--- config.mk ---
export PLATFORM = sky130hd
export DESIGN_NAME = lookahead_stanley_steering
export DESIGN_NICKNAME = d
export VERILOG_FILES = /design/src/hdl/lss_pkg.sv /design/src/hdl/lss_mul.sv /design/src/hdl/lss_cordic.sv /design/src/hdl/lookahead_stanley_steering.sv
export SDC_FILE = /design/constraint.sdc
export NUM_CORES = 2
export LEC_CHECK = 0
export ABC_AREA = 1
export BUFFER_PORTS_ARGS = -buffer_cell sky130_fd_sc_hd__clkbuf_2
export CAP_MARGIN = 10
export CORE_UTILIZATION = 45
export CTS_CLUSTER_SIZE = 30
export DETAILED_ROUTE_END_ITERATION = 8
export PLACE_DENSITY_LB_ADDON = 0.12
export SKIP_LAST_GASP = 1
export SLEW_MARGIN = 40
export SYNTH_ARGS = -nofsm -noshare
export SYNTH_HDL_FRONTEND = slang
export SYNTH_SLANG_ARGS = --single-unit
--- constraint.sdc ---
create_clock -name clk -period 11.9 [get_ports clk]
set_input_delay 0.595 -clock clk [delete_from_list [all_inputs] [get_ports clk]]
set_output_delay 0.595 -clock clk [all_outputs]
set_load 0.005 [all_outputs]
--- src/hdl/lss_pkg.sv ---
package lss_pkg;

    localparam int unsigned FIELD_W   = 24;
    localparam int unsigned YAW_W     = 15;
    localparam int unsigned CFG_W     = 16;
    localparam int unsigned CFG_IDX_W = 2;
    localparam int unsigned MUL_W     = 25;
    localparam int unsigned PROD_W    = 2 * MUL_W;
    localparam int unsigned WIDE_W    = 48;
    localparam int unsigned ACC_W     = 42;
    localparam int unsigned ANGLE_W   = 17;
    localparam int unsigned ITER_W    = 4;

    localparam logic [CFG_IDX_W-1:0] REG_WHEELBASE = 2'd0;
    localparam logic [CFG_IDX_W-1:0] REG_HEADING   = 2'd1;
    localparam logic [CFG_IDX_W-1:0] REG_CROSS     = 2'd2;

    localparam logic [CFG_W-1:0] WHEELBASE_RESET = 16'd11424;
    localparam logic [CFG_W-1:0] HEADING_RESET   = 16'd4096;
    localparam logic [CFG_W-1:0] CROSS_RESET     = 16'd4096;

    typedef enum logic [4:0] {
        S_IDLE = 5'b00001,
        S_MUL  = 5'b00010,
        S_VEC  = 5'b00100,
        S_SUM  = 5'b01000,
        S_HOLD = 5'b10000
    } state_t;

    typedef enum logic [2:0] {
        C_IDLE = 3'b001,
        C_NORM = 3'b010,
        C_ROT  = 3'b100
    } cordic_state_t;

    typedef struct packed {
        logic start;
    } cordic_ctl_t;

    typedef struct packed {
        logic busy;
        logic done;
    } cordic_sts_t;

    // round(atan(2^-i) * 65536)
    function automatic logic [15:0] atan_q16(input logic [ITER_W-1:0] i);
        logic [15:0] v;
        case (i)
            4'd0:    v = 16'd51472;
            4'd1:    v = 16'd30386;
            4'd2:    v = 16'd16055;
            4'd3:    v = 16'd8150;
            4'd4:    v = 16'd4091;
            4'd5:    v = 16'd2047;
            4'd6:    v = 16'd1024;
            4'd7:    v = 16'd512;
            4'd8:    v = 16'd256;
            4'd9:    v = 16'd128;
            4'd10:   v = 16'd64;
            4'd11:   v = 16'd32;
            4'd12:   v = 16'd16;
            4'd13:   v = 16'd8;
            4'd14:   v = 16'd4;
            default: v = 16'd2;
        endcase
        return v;
    endfunction

endpackage

--- src/hdl/lss_mul.sv ---
module lss_mul
    import lss_pkg::*;
(
    input  logic                     clk,
    input  logic signed [MUL_W-1:0]  op_a,
    input  logic signed [MUL_W-1:0]  op_b,
    output logic signed [PROD_W-1:0] prod_reg
);

    logic signed [PROD_W-1:0] prod_next;

    assign prod_next = op_a * op_b;

    always_ff @(posedge clk)
    begin
        prod_reg <= prod_next;
    end

endmodule

--- src/hdl/lss_cordic.sv ---
module lss_cordic
    import lss_pkg::*;
(
    input  logic               clk,
    input  logic               rst_n,
    input  cordic_ctl_t        ctl,
    input  logic [WIDE_W-1:0]  num,
    input  logic [WIDE_W-1:0]  den,
    output cordic_sts_t        sts,
    output logic [ANGLE_W-1:0] angle
);

    cordic_state_t      state_reg;
    logic               done_reg;
    logic [ITER_W-1:0]  iter_reg;
    logic [WIDE_W-1:0]  a_reg;
    logic [WIDE_W-1:0]  b_reg;
    logic signed [32:0] x_reg;
    logic signed [32:0] y_reg;
    logic signed [18:0] z_reg;

    logic [WIDE_W-1:0]  ab_or;
    logic signed [32:0] xs;
    logic signed [32:0] ys;
    logic signed [18:0] step_angle;
    logic               rot_pos;

    assign ab_or      = a_reg | b_reg;
    assign xs         = x_reg >>> iter_reg;
    assign ys         = y_reg >>> iter_reg;
    assign step_angle = signed'({3'b000, atan_q16(iter_reg)});
    assign rot_pos    = !y_reg[32] && (y_reg != '0);

    always_ff @(posedge clk or negedge rst_n)
    begin
        if (!rst_n)
        begin
            state_reg <= C_IDLE;
            done_reg  <= 1'b0;
            iter_reg  <= '0;
        end
        else
        begin
            done_reg <= (state_reg == C_ROT) && (iter_reg == '1);
            unique case (state_reg)
                C_IDLE:
                begin
                    if (ctl.start)
                    begin
                        state_reg <= C_NORM;
                    end
                end
                C_NORM:
                begin
                    // scale both into [2^29, 2^30) by the larger of the two
                    if (ab_or[WIDE_W-1:30] == '0 && ab_or[29])
                    begin
                        iter_reg  <= '0;
                        state_reg <= C_ROT;
                    end
                end
                C_ROT:
                begin
                    iter_reg <= iter_reg + 1'b1;
                    if (iter_reg == '1)
                    begin
                        state_reg <= C_IDLE;
                    end
                end
                default:
                begin
                    state_reg <= C_IDLE;
                end
            endcase
        end
    end

    always_ff @(posedge clk)
    begin
        unique case (state_reg)
            C_IDLE:
            begin
                if (ctl.start)
                begin
                    a_reg <= num;
                    b_reg <= den;
                end
            end
            C_NORM:
            begin
                if (ab_or[WIDE_W-1:30] != '0)
                begin
                    a_reg <= a_reg >> 1;
                    b_reg <= b_reg >> 1;
                end
                else if (!ab_or[29])
                begin
                    a_reg <= a_reg << 1;
                    b_reg <= b_reg << 1;
                end
                else
                begin
                    x_reg <= signed'({3'b000, b_reg[29:0]});
                    y_reg <= signed'({3'b000, a_reg[29:0]});
                    z_reg <= '0;
                end
            end
            C_ROT:
            begin
                if (rot_pos)
                begin
                    x_reg <= x_reg + ys;
                    y_reg <= y_reg - xs;
                    z_reg <= z_reg + step_angle;
                end
                else
                begin
                    x_reg <= x_reg - ys;
                    y_reg <= y_reg + xs;
                    z_reg <= z_reg - step_angle;
                end
            end
            default:
            begin
            end
        endcase
    end

    assign sts.busy = (state_reg != C_IDLE);
    assign sts.done = done_reg;
    assign angle    = z_reg[18] ? '0 : z_reg[ANGLE_W-1:0];

endmodule

--- src/hdl/lookahead_stanley_steering.sv ---
// Channel   Direction  Handshake             Payload
// input     in         in_valid / in_stall   command, goal_x, goal_y, target_heading, lateral_error
// output    out        out_valid / out_stall steering_angle, saturated, goal_at_origin
// config    in         cfg_write_enable      cfg_index, cfg_data
//
// An update item (command 0) does not stall the input and gives no result.
// A goal item runs six multiplier passes and, unless the pursuit term is zero,
// the one-bit normalizer and the 16 CORDIC steps before its result is loaded.
// in_stall is high from the cycle after a goal transfer until its result sits
// in the output register; a stalled output holds the block in its final state.
// Reset is asynchronous, active low; control and config registers return to defaults.
module lookahead_stanley_steering
    import lss_pkg::*;
(
    input  logic                      clk,
    input  logic                      rst_n,
    input  logic                      cfg_write_enable,
    input  logic [CFG_IDX_W-1:0]      cfg_index,
    input  logic [CFG_W-1:0]          cfg_data,
    input  logic                      in_valid,
    output logic                      in_stall,
    input  logic                      command,
    input  logic signed [FIELD_W-1:0] goal_x,
    input  logic signed [FIELD_W-1:0] goal_y,
    input  logic signed [YAW_W-1:0]   target_heading,
    input  logic signed [FIELD_W-1:0] lateral_error,
    output logic                      out_valid,
    input  logic                      out_stall,
    output logic signed [FIELD_W-1:0] steering_angle,
    output logic                      saturated,
    output logic                      goal_at_origin
);

    state_t                    state_reg;
    logic [2:0]                step_reg;
    logic                      start_reg;
    logic                      out_valid_reg;

    logic [CFG_W-1:0]          wheelbase_reg;
    logic [CFG_W-1:0]          heading_gain_reg;
    logic [CFG_W-1:0]          cross_gain_reg;
    logic signed [FIELD_W-1:0] err_reg;

    logic [FIELD_W-1:0]        ax_reg;
    logic [FIELD_W-1:0]        ay_reg;
    logic signed [YAW_W-1:0]   yaw_reg;
    logic                      gy_neg_reg;
    logic                      origin_reg;
    logic                      need_reg;
    logic [WIDE_W-1:0]         den_reg;
    logic [WIDE_W-1:0]         num_reg;
    logic signed [ACC_W-1:0]   acc_reg;
    logic signed [17:0]        pursuit_reg;

    logic signed [FIELD_W-1:0] angle_out_reg;
    logic                      sat_out_reg;
    logic                      origin_out_reg;

    logic                      in_xfer;
    logic                      out_free;
    logic                      start_next;
    logic                      out_valid_next;
    logic signed [MUL_W-1:0]   op_a;
    logic signed [MUL_W-1:0]   op_b;
    logic signed [PROD_W-1:0]  prod;
    cordic_ctl_t               cordic_ctl;
    cordic_sts_t               cordic_sts;
    logic [ANGLE_W-1:0]        cordic_angle;
    logic signed [ACC_W-1:0]   total;
    logic signed [ACC_W-1:0]   rounded_full;
    logic signed [29:0]        rounded;
    logic                      over;
    logic [FIELD_W-1:0]        abs_x;
    logic [FIELD_W-1:0]        abs_y;

    assign in_stall = (state_reg != S_IDLE);
    assign in_xfer  = in_valid && !in_stall;
    assign out_free = !out_valid_reg || !out_stall;

    assign abs_x = goal_x[FIELD_W-1] ? (~goal_x + 1'b1) : goal_x;
    assign abs_y = goal_y[FIELD_W-1] ? (~goal_y + 1'b1) : goal_y;

    // Configuration writes; an index past the list is dropped.
    always_ff @(posedge clk or negedge rst_n)
    begin
        if (!rst_n)
        begin
            wheelbase_reg    <= WHEELBASE_RESET;
            heading_gain_reg <= HEADING_RESET;
            cross_gain_reg   <= CROSS_RESET;
        end
        else if (cfg_write_enable)
        begin
            unique case (cfg_index)
                REG_WHEELBASE: wheelbase_reg    <= cfg_data;
                REG_HEADING:   heading_gain_reg <= cfg_data;
                REG_CROSS:     cross_gain_reg   <= cfg_data;
                default:
                begin
                end
            endcase
        end
    end

    // Operand select for the shared multiplier: x^2, y^2, W*y, err*gain, yaw*gain.
    always_comb
    begin
        case (step_reg)
            3'd0:
            begin
                op_a = signed'({1'b0, ax_reg});
                op_b = signed'({1'b0, ax_reg});
            end
            3'd1:
            begin
                op_a = signed'({1'b0, ay_reg});
                op_b = signed'({1'b0, ay_reg});
            end
            3'd2:
            begin
                op_a = signed'({9'd0, wheelbase_reg});
                op_b = signed'({1'b0, ay_reg});
            end
            3'd3:
            begin
                op_a = signed'({err_reg[FIELD_W-1], err_reg});
                op_b = signed'({{9{cross_gain_reg[CFG_W-1]}}, cross_gain_reg});
            end
            default:
            begin
                op_a = signed'({{10{yaw_reg[YAW_W-1]}}, yaw_reg});
                op_b = signed'({{9{heading_gain_reg[CFG_W-1]}}, heading_gain_reg});
            end
        endcase
    end

    lss_mul u_mul (
        .clk      (clk),
        .op_a     (op_a),
        .op_b     (op_b),
        .prod_reg (prod)
    );

    assign cordic_ctl.start = start_reg;

    lss_cordic u_cordic (
        .clk   (clk),
        .rst_n (rst_n),
        .ctl   (cordic_ctl),
        .num   (num_reg),
        .den   (den_reg),
        .sts   (cordic_sts),
        .angle (cordic_angle)
    );

    // Final sum: round half up to Q.12, then clip to 24 bits.
    assign total        = acc_reg + signed'({{16{pursuit_reg[17]}}, pursuit_reg, 8'd0});
    assign rounded_full = total + 42'sd2048;
    assign rounded      = rounded_full[ACC_W-1:12];
    assign over         = !((rounded[29:23] == 7'h00) || (rounded[29:23] == 7'h7F));

    // Kick the CORDIC only when the pursuit term can be nonzero.
    assign start_next = (state_reg == S_MUL) && (step_reg == 3'd5) && need_reg
                        && (num_reg != '0);

    // Drop the valid when the result transfers, raise it when a new one loads.
    always_comb
    begin
        out_valid_next = out_valid_reg;
        if (out_valid_reg && !out_stall)
        begin
            out_valid_next = 1'b0;
        end
        if (state_reg == S_HOLD && out_free)
        begin
            out_valid_next = 1'b1;
        end
    end

    always_ff @(posedge clk or negedge rst_n)
    begin
        if (!rst_n)
        begin
            state_reg     <= S_IDLE;
            step_reg      <= '0;
            start_reg     <= 1'b0;
            out_valid_reg <= 1'b0;
            err_reg       <= '0;
        end
        else
        begin
            start_reg     <= start_next;
            out_valid_reg <= out_valid_next;
            unique case (state_reg)
                S_IDLE:
                begin
                    if (in_xfer)
                    begin
                        if (command)
                        begin
                            step_reg  <= '0;
                            state_reg <= S_MUL;
                        end
                        else
                        begin
                            err_reg <= lateral_error;
                        end
                    end
                end
                S_MUL:
                begin
                    step_reg <= step_reg + 1'b1;
                    if (step_reg == 3'd5)
                    begin
                        if (start_next)
                        begin
                            state_reg <= S_VEC;
                        end
                        else
                        begin
                            state_reg <= S_SUM;
                        end
                    end
                end
                S_VEC:
                begin
                    if (cordic_sts.done)
                    begin
                        state_reg <= S_SUM;
                    end
                end
                S_SUM:
                begin
                    state_reg <= S_HOLD;
                end
                S_HOLD:
                begin
                    // hold the result until the output register frees up
                    if (out_free)
                    begin
                        state_reg <= S_IDLE;
                    end
                end
                default:
                begin
                    state_reg <= S_IDLE;
                end
            endcase
        end
    end

    // Datapath registers, no reset.
    always_ff @(posedge clk)
    begin
        if (state_reg == S_IDLE && in_xfer && command)
        begin
            ax_reg     <= abs_x;
            ay_reg     <= abs_y;
            yaw_reg    <= target_heading;
            gy_neg_reg <= goal_y[FIELD_W-1];
            origin_reg <= (goal_x == '0) && (goal_y == '0);
            need_reg   <= (goal_y != '0);
        end
        if (state_reg == S_MUL)
        begin
            case (step_reg)
                3'd1:    den_reg <= prod[WIDE_W-1:0];
                3'd2:    den_reg <= den_reg + prod[WIDE_W-1:0];
                3'd3:    num_reg <= {prod[WIDE_W-2:0], 1'b0};
                3'd4:    acc_reg <= prod[ACC_W-1:0];
                3'd5:
                begin
                    acc_reg     <= acc_reg + prod[ACC_W-1:0];
                    pursuit_reg <= '0;
                end
                default:
                begin
                end
            endcase
        end
        if (state_reg == S_VEC && cordic_sts.done)
        begin
            pursuit_reg <= gy_neg_reg ? -signed'({1'b0, cordic_angle})
                                      : signed'({1'b0, cordic_angle});
        end
        // load the output only once the previous result has left
        if (state_reg == S_HOLD && out_free)
        begin
            sat_out_reg    <= over;
            origin_out_reg <= origin_reg;
            if (!over)
            begin
                angle_out_reg <= rounded[FIELD_W-1:0];
            end
            else if (rounded[29])
            begin
                angle_out_reg <= 24'sh800000;
            end
            else
            begin
                angle_out_reg <= 24'sh7FFFFF;
            end
        end
    end

    assign out_valid      = out_valid_reg;
    assign steering_angle = angle_out_reg;
    assign saturated      = sat_out_reg;
    assign goal_at_origin = origin_out_reg;

endmodule

# --- Yosys cells after proc, flatten, opt, wreduce, memory -nomap -nowiden ---
# Memory sizes are Yosys's and may differ from the RTL's.
# Cells that the tools add are included.
word_totals:
  regBits: 566
  rom_bits: 256
  in_bits: 111
  wordCells: 188
  n_memories: 1
mem_list:
  columns: ["name", "words", "word_bits", "read_ports", "rd_ports_with_merged_regs", "wr", "line_no", "source"]
  rows:
  - ["(name not given)", 16, 16, 1, 0, 0, "lss_pkg.sv:48", "case (i)"]
op_classes:
  add_sub_neg: 15
  n_mul: 1
  eq_ne: 29
  shifts: 2
  mux: 51
  n_bitwise: 4
  n_reduce_logical: 53
op_table:
  columns: ["cell", "n"]
  rows:
  - ["two-way mux 48 bit", 6]
  - ["case mux 48 bit (2 select lines)", 3]
  - ["two-way mux 33 bit", 6]
  - ["case mux 33 bit (2 select lines)", 2]
  - ["case mux 25 bit (4 select lines)", 1]
  - ["case mux 42 bit (2 select lines)", 1]
  - ["case mux 25 bit (3 select lines)", 1]
  - ["two-way mux 18 bit", 4]
  - ["adder 33 bit", 2]
  - [">>> shifter 33 x 4 -> 33 bit", 2]
  - ["subtractor 33 bit", 2]
  - ["two-way mux 19 bit", 3]
  - ["adder 24 x 1 -> 24 bit, second input constant", 2]
  - ["adder 48 bit", 1]
  - ["zero test 24 bit", 2]
  - ["multiplier 25 x 25 -> 48 bit", 1]
  - ["two-way mux 24 bit", 2]
  - ["inverter 24 bit", 2]
  - ["bitwise OR 48 bit", 1]
  - ["nonzero test 48 bit", 1]
  - ["two-way mux 23 bit", 2]
  - ["adder 42 x 13 -> 42 bit, second input constant", 1]
  - ["adder 42 x 26 -> 42 bit", 1]
  - ["adder 42 bit", 1]
  - ["other kinds (47)", 105]

# --- Logic depth before layout (Yosys ltp) ---
logic_depth:
  word_depth: 7
  depth_mapped: 42
  depth_no_buf: 41

# --- Hierarchy ---
# Synthesis repeated with hierarchy kept, for this count alone.
unflattened:
  hier_cells: 9124
  hier_area_um2: 67730.0
by_module_without_submodules:
  columns: ["module", "n_inst", "cells_each", "area_each_um2", "seq_area_each_um2"]
  rows:
  - ["lss_mul", 1, 3376, 25914.9, 1001.0]
  - ["lookahead_stanley_steering", 1, 2968, 23203.5, 9479.1]
  - ["lss_cordic", 1, 2780, 18611.6, 5636.7]

# --- Least setup slack after synthesis ---
# No wires, ideal clock.
synth_timing:
  path_type: "register to register"
  from: "register step_reg[0]"
  to: "register u_mul.prod_reg[47]"
  setup_ns: 0.109
  t_arrival_ns: 7.704
  required_time_ns: 11.791
  slack_ns: 4.087
  path_stages_with_launch: 33
  path_buffers: 2
  synth_period_minus_slack_ns: 7.813
  cell_sequence: "dfrtp_1 > ha_1 > ha_1 > nor3_4 > inv_2 > clkbuf_1 > o21ai_0 > clkbuf_1 > nor2_1 > fa_1 > fa_1 > inv_1 > fa_1 > inv_1 > fa_1 > fa_1 > fa_1 > inv_1 > fa_1 > inv_1 > ha_1 > nand2_1 > nor2_1 > nand2_1 > nor4_1 > o21ai_0 > nand3_1 > nand2_1 > nand4_1 > xor2_1 > nand2_1 > nand2_1 > inv_1"
synth_via:
  elab_chain_len: 4
  word_cells_on_any_way: 8
  classes_between: "mul: 1; eq/ne: 3; mux: 2; reduce/logical: 2"
synth_rtl:
  columns: ["item", "line_no", "source"]
  rows:
  - ["start, declared", "lookahead_stanley_steering.sv:35", "logic [2:0] step_reg;"]
  - ["start signal, assigned", "lookahead_stanley_steering.sv:212", "step_reg <= step_reg + 1'b1;"]
  - ["== test 3 x 2 -> 1 bit or == test 3 x 1 -> 1 bit (tied branches)", "lookahead_stanley_steering.sv:108", "case (step_reg)"]
  - ["OR reduction 2 bit (no line)", null, null]
  - ["case mux 25 bit (3 select lines)", "lookahead_stanley_steering.sv:108", null]
  - ["multiplier 25 x 25 -> 48 bit *", "lss_mul.sv:12", "assign prod_next = op_a * op_b;"]
  - ["named net u_mul.prod_next[47]", "lss_mul.sv:10", "logic signed [PROD_W-1:0] prod_next;"]
  - ["end signal, assigned", "lss_mul.sv:16", "prod_reg <= prod_next;"]
  - ["end, declared", "lss_mul.sv:7", "output logic signed [PROD_W-1:0] prod_reg"]
# Mark *: on every way through the listed nets, which the timed path passes. The rest lies on a longest branch.
# A chain may end at the register's enable or synchronous reset.

# --- Worst setup path after layout ---
layout_timing:
  from: "register step_reg[0]"
  to: "register u_mul.prod_reg[45]"
# Same word-level chain as after synthesis.

==> flow_metrics.tcl <==
set metrics [dict create \
    startpoint_type "flop" \
    grt_max_degree 84 \
    cpMostUsedCell "inv_1" \
    vias 53900 \
    coreArea_um2 138000 \
    dp_slack_ps 2030 \
    synthTopCellsByCount "1788 x nand2_1, 1241 x inv_1, 770 x nor2_1" \
    fp.dieArea_um2 140000 \
    min_period_ps 9980 \
    dieWidth_um 375 \
    cp_max_fo 67 \
    cts_tree "built" \
    worstPathArrival_ps 10570 \
    fin_worst_skew_ps 28.6 \
    cp.required_ps 12490 \
    max_freq_mhz 100 \
    h-tree-depth 3 \
    root_buffer "clkbuf_16" \
    slew_headroom 0.414 \
    post_cts_buffers 0 \
    slew_viol_final 0 \
    worstRegToRegCells 32 \
    end_kind "flop" \
    grt_pass1_vias 54100 \
    fin_crit_sh 0.838 \
    synth.distinct_cells 71 \
    rsz0062_at_grt "false" \
    drt_iter0_markers 4159 \
    synthArstFlopShare 0.159 \
    cts_sinks 566 \
    clock_latency_ps 670 \
    track_usage 0.308 \
    grtUsageMet1 0.388 \
    initial_core_util 0.454 \
    place.gp.congestion 0.961 \
    first_pass_iters 7 \
    synth_flop_cell "edfxtp_1" \
    drt-total-wl_um 215000 \
    cap_violations 0 \
    synth_area_leaders "fa_1 21%, edfxtp_1 21%, nand2_1 11%" \
    synth_area_per_cell_um2 7.98 \
    antenna_found_initial 2 \
    rows 136 \
    crit_buf_inv 10 \
    ff2ff_setup_slack_ps 1920 \
    layout-drive-gt1-share 0.0657 \
    grt_pass1_wl_um 329000 \
    clk_pin_slew_ps 70 \
    r2r-start "step_reg[0]$_DFFE_PN0P_" \
    fp.dieH_um 375 \
    post_cts_resize_count 0 \
    synth_edf_count 428 \
    tightestPinTransition_ps 879 \
    crit_type "flop to flop" \
    yosysTopAreaCell "fa_1" \
    busiest_layer "met2" \
    critical-path-top-delay-family "adder cells" \
    netlist.area_leader.share 0.207 \
    cpPeakStageDelay_ps 870 \
    cp_slowest_cell "clkinv_1" \
    ios 139 \
    crit_end "u_mul.prod_reg[45]$_DFF_P_" \
    yosysSeqAreaShare 0.257 \
    min_path_type "input pin to flop" \
    wl_per_cell_um 22.1 \
    setup_ws_ps 1920 \
    ys.warnings.count 0 \
    synth_nets 8977 \
    synth_cells 7831 \
    ant_nets 0 \
    grt_overflow_total 0 \
    via_per_inst 5.52 \
    hold_viol 0 \
    fin_tns_setup_ps 0 \
    clk_path_buf_depth 3 \
    synth.cell_area_um2 62500 \
    startpoint "step_reg[0]$_DFFE_PN0P_" \
    ys_ff_latch 566 \
    met3_usage 0.0429 \
    dpl.hpwl_um 173000 \
    drt_drc_violations_left 0 \
    synth_most_common_cell "nand2_1" \
    final-setup-viol-count 0 \
    status "finished clean" \
    cts_buffers 73 \
    use_met2 0.527 \
    portBuffers 138 \
    final_nets 9052 \
    holdWs_ps 113 \
    r2r-end "u_mul.prod_reg[45]$_DFF_P_" \
    area_delta_synth_final_pct 8.44 \
    critical_path_depth 32 \
]
worst min-delay path by stage:
stage	start	to	slack, ps	depth (start not counted)
2_1_floorplan	rst_n	cordic_ctl$_DFF_PN0_	300	0
3_3_place_gp	origin_reg$_DFFE_PP_	goal_at_origin$_DFFE_PP_	420	0
3_5_place_dp	origin_reg$_DFFE_PP_	goal_at_origin$_DFFE_PP_	410	0
4_1_cts	target_heading[10]	yaw_reg[10]$_DFFE_PP_	70	1
5_1_grt	target_heading[10]	yaw_reg[10]$_DFFE_PP_	80	1
6_report	target_heading[10]	yaw_reg[10]$_DFFE_PP_	110	1
timing repair:
action	in CTS	in global routing
hold buffers	1	0
hold endpoints to repair	53	0
setup endpoints to repair	0	0
metrics by stage:
stage	cell area [um^2]	utilization	cells
6_report	67700	0.492	9757
3_5_place_dp	65300	0.474	9624
3_3_place_gp	65300	0.474	9623
2_1_floorplan	62500	-	7831
5_1_grt	67700	0.492	9756
4_1_cts	67700	0.492	9756
final cells by class:
| cell class | instances | area [um^2] |
|---|---|---|
| inverters | 1272 | 4780 |
| well taps | 1794 | 2240 |
| clock inverters | 39 | 364 |
| flip-flops and latches | 566 | 16100 |
| fillers | 13500 | 69900 |
| repair buffers | 244 | 1500 |
| clock buffers | 92 | 2030 |
| multi-input cells | 5749 | 40700 |
| diodes | 1 | 2.50 |
kinds of logic (layout without fill, tap and decap cells):
family | count (synthesis) | in the layout | share of synthesized area
AOI/OAI and AO/OA | 1153 | 1153 | 0.107
xor gates and xnor gates | 264 | 264 | 0.0371
adders and majority gates | 1035 | 1035 | 0.285
buffers and inverters | 1516 | 1647 | 0.0928
DFF | 566 | 566 | 0.257
muxes | 23 | 23 | 0.00415
other | 0 | 1 | 0
and+or+nand+nor | 3274 | 3274 | 0.217
layout by cell type, fill, tap and decap left out, types with 21 or more instances in the layout:
cell	instances
dfxtp_1	48
nor2_1	763
buf_4	103
a21o_1	45
xor2_1	158
o21bai_1	21
dfrtp_1	77
edfxtp_1	428
o221ai_1	63
clkbuf_16	78
mux2_2	23
a21oi_1	362
o21ai_0	397
fa_1	645
nand3_1	418
o21ai_1	51
nand4_1	74
o211ai_1	35
nand2_1	1784
a31oi_1	72
xnor2_1	105
clkbuf_2	137
ha_1	389
nor3_1	64
nor4_1	56
clkinv_1	22
inv_1	1237
or2_2	57
layer usage:
metal / vias up / routed length [um]
met5: - / 0
met4: 0 / 10500
met3: 400 / 12700
met2: 1834 / 103000
met1: 26200 / 88700
li1: 25500 / -
Power is not shown: default switching activity piles up to over one toggle a cycle in this logic, so the estimate is an artifact.
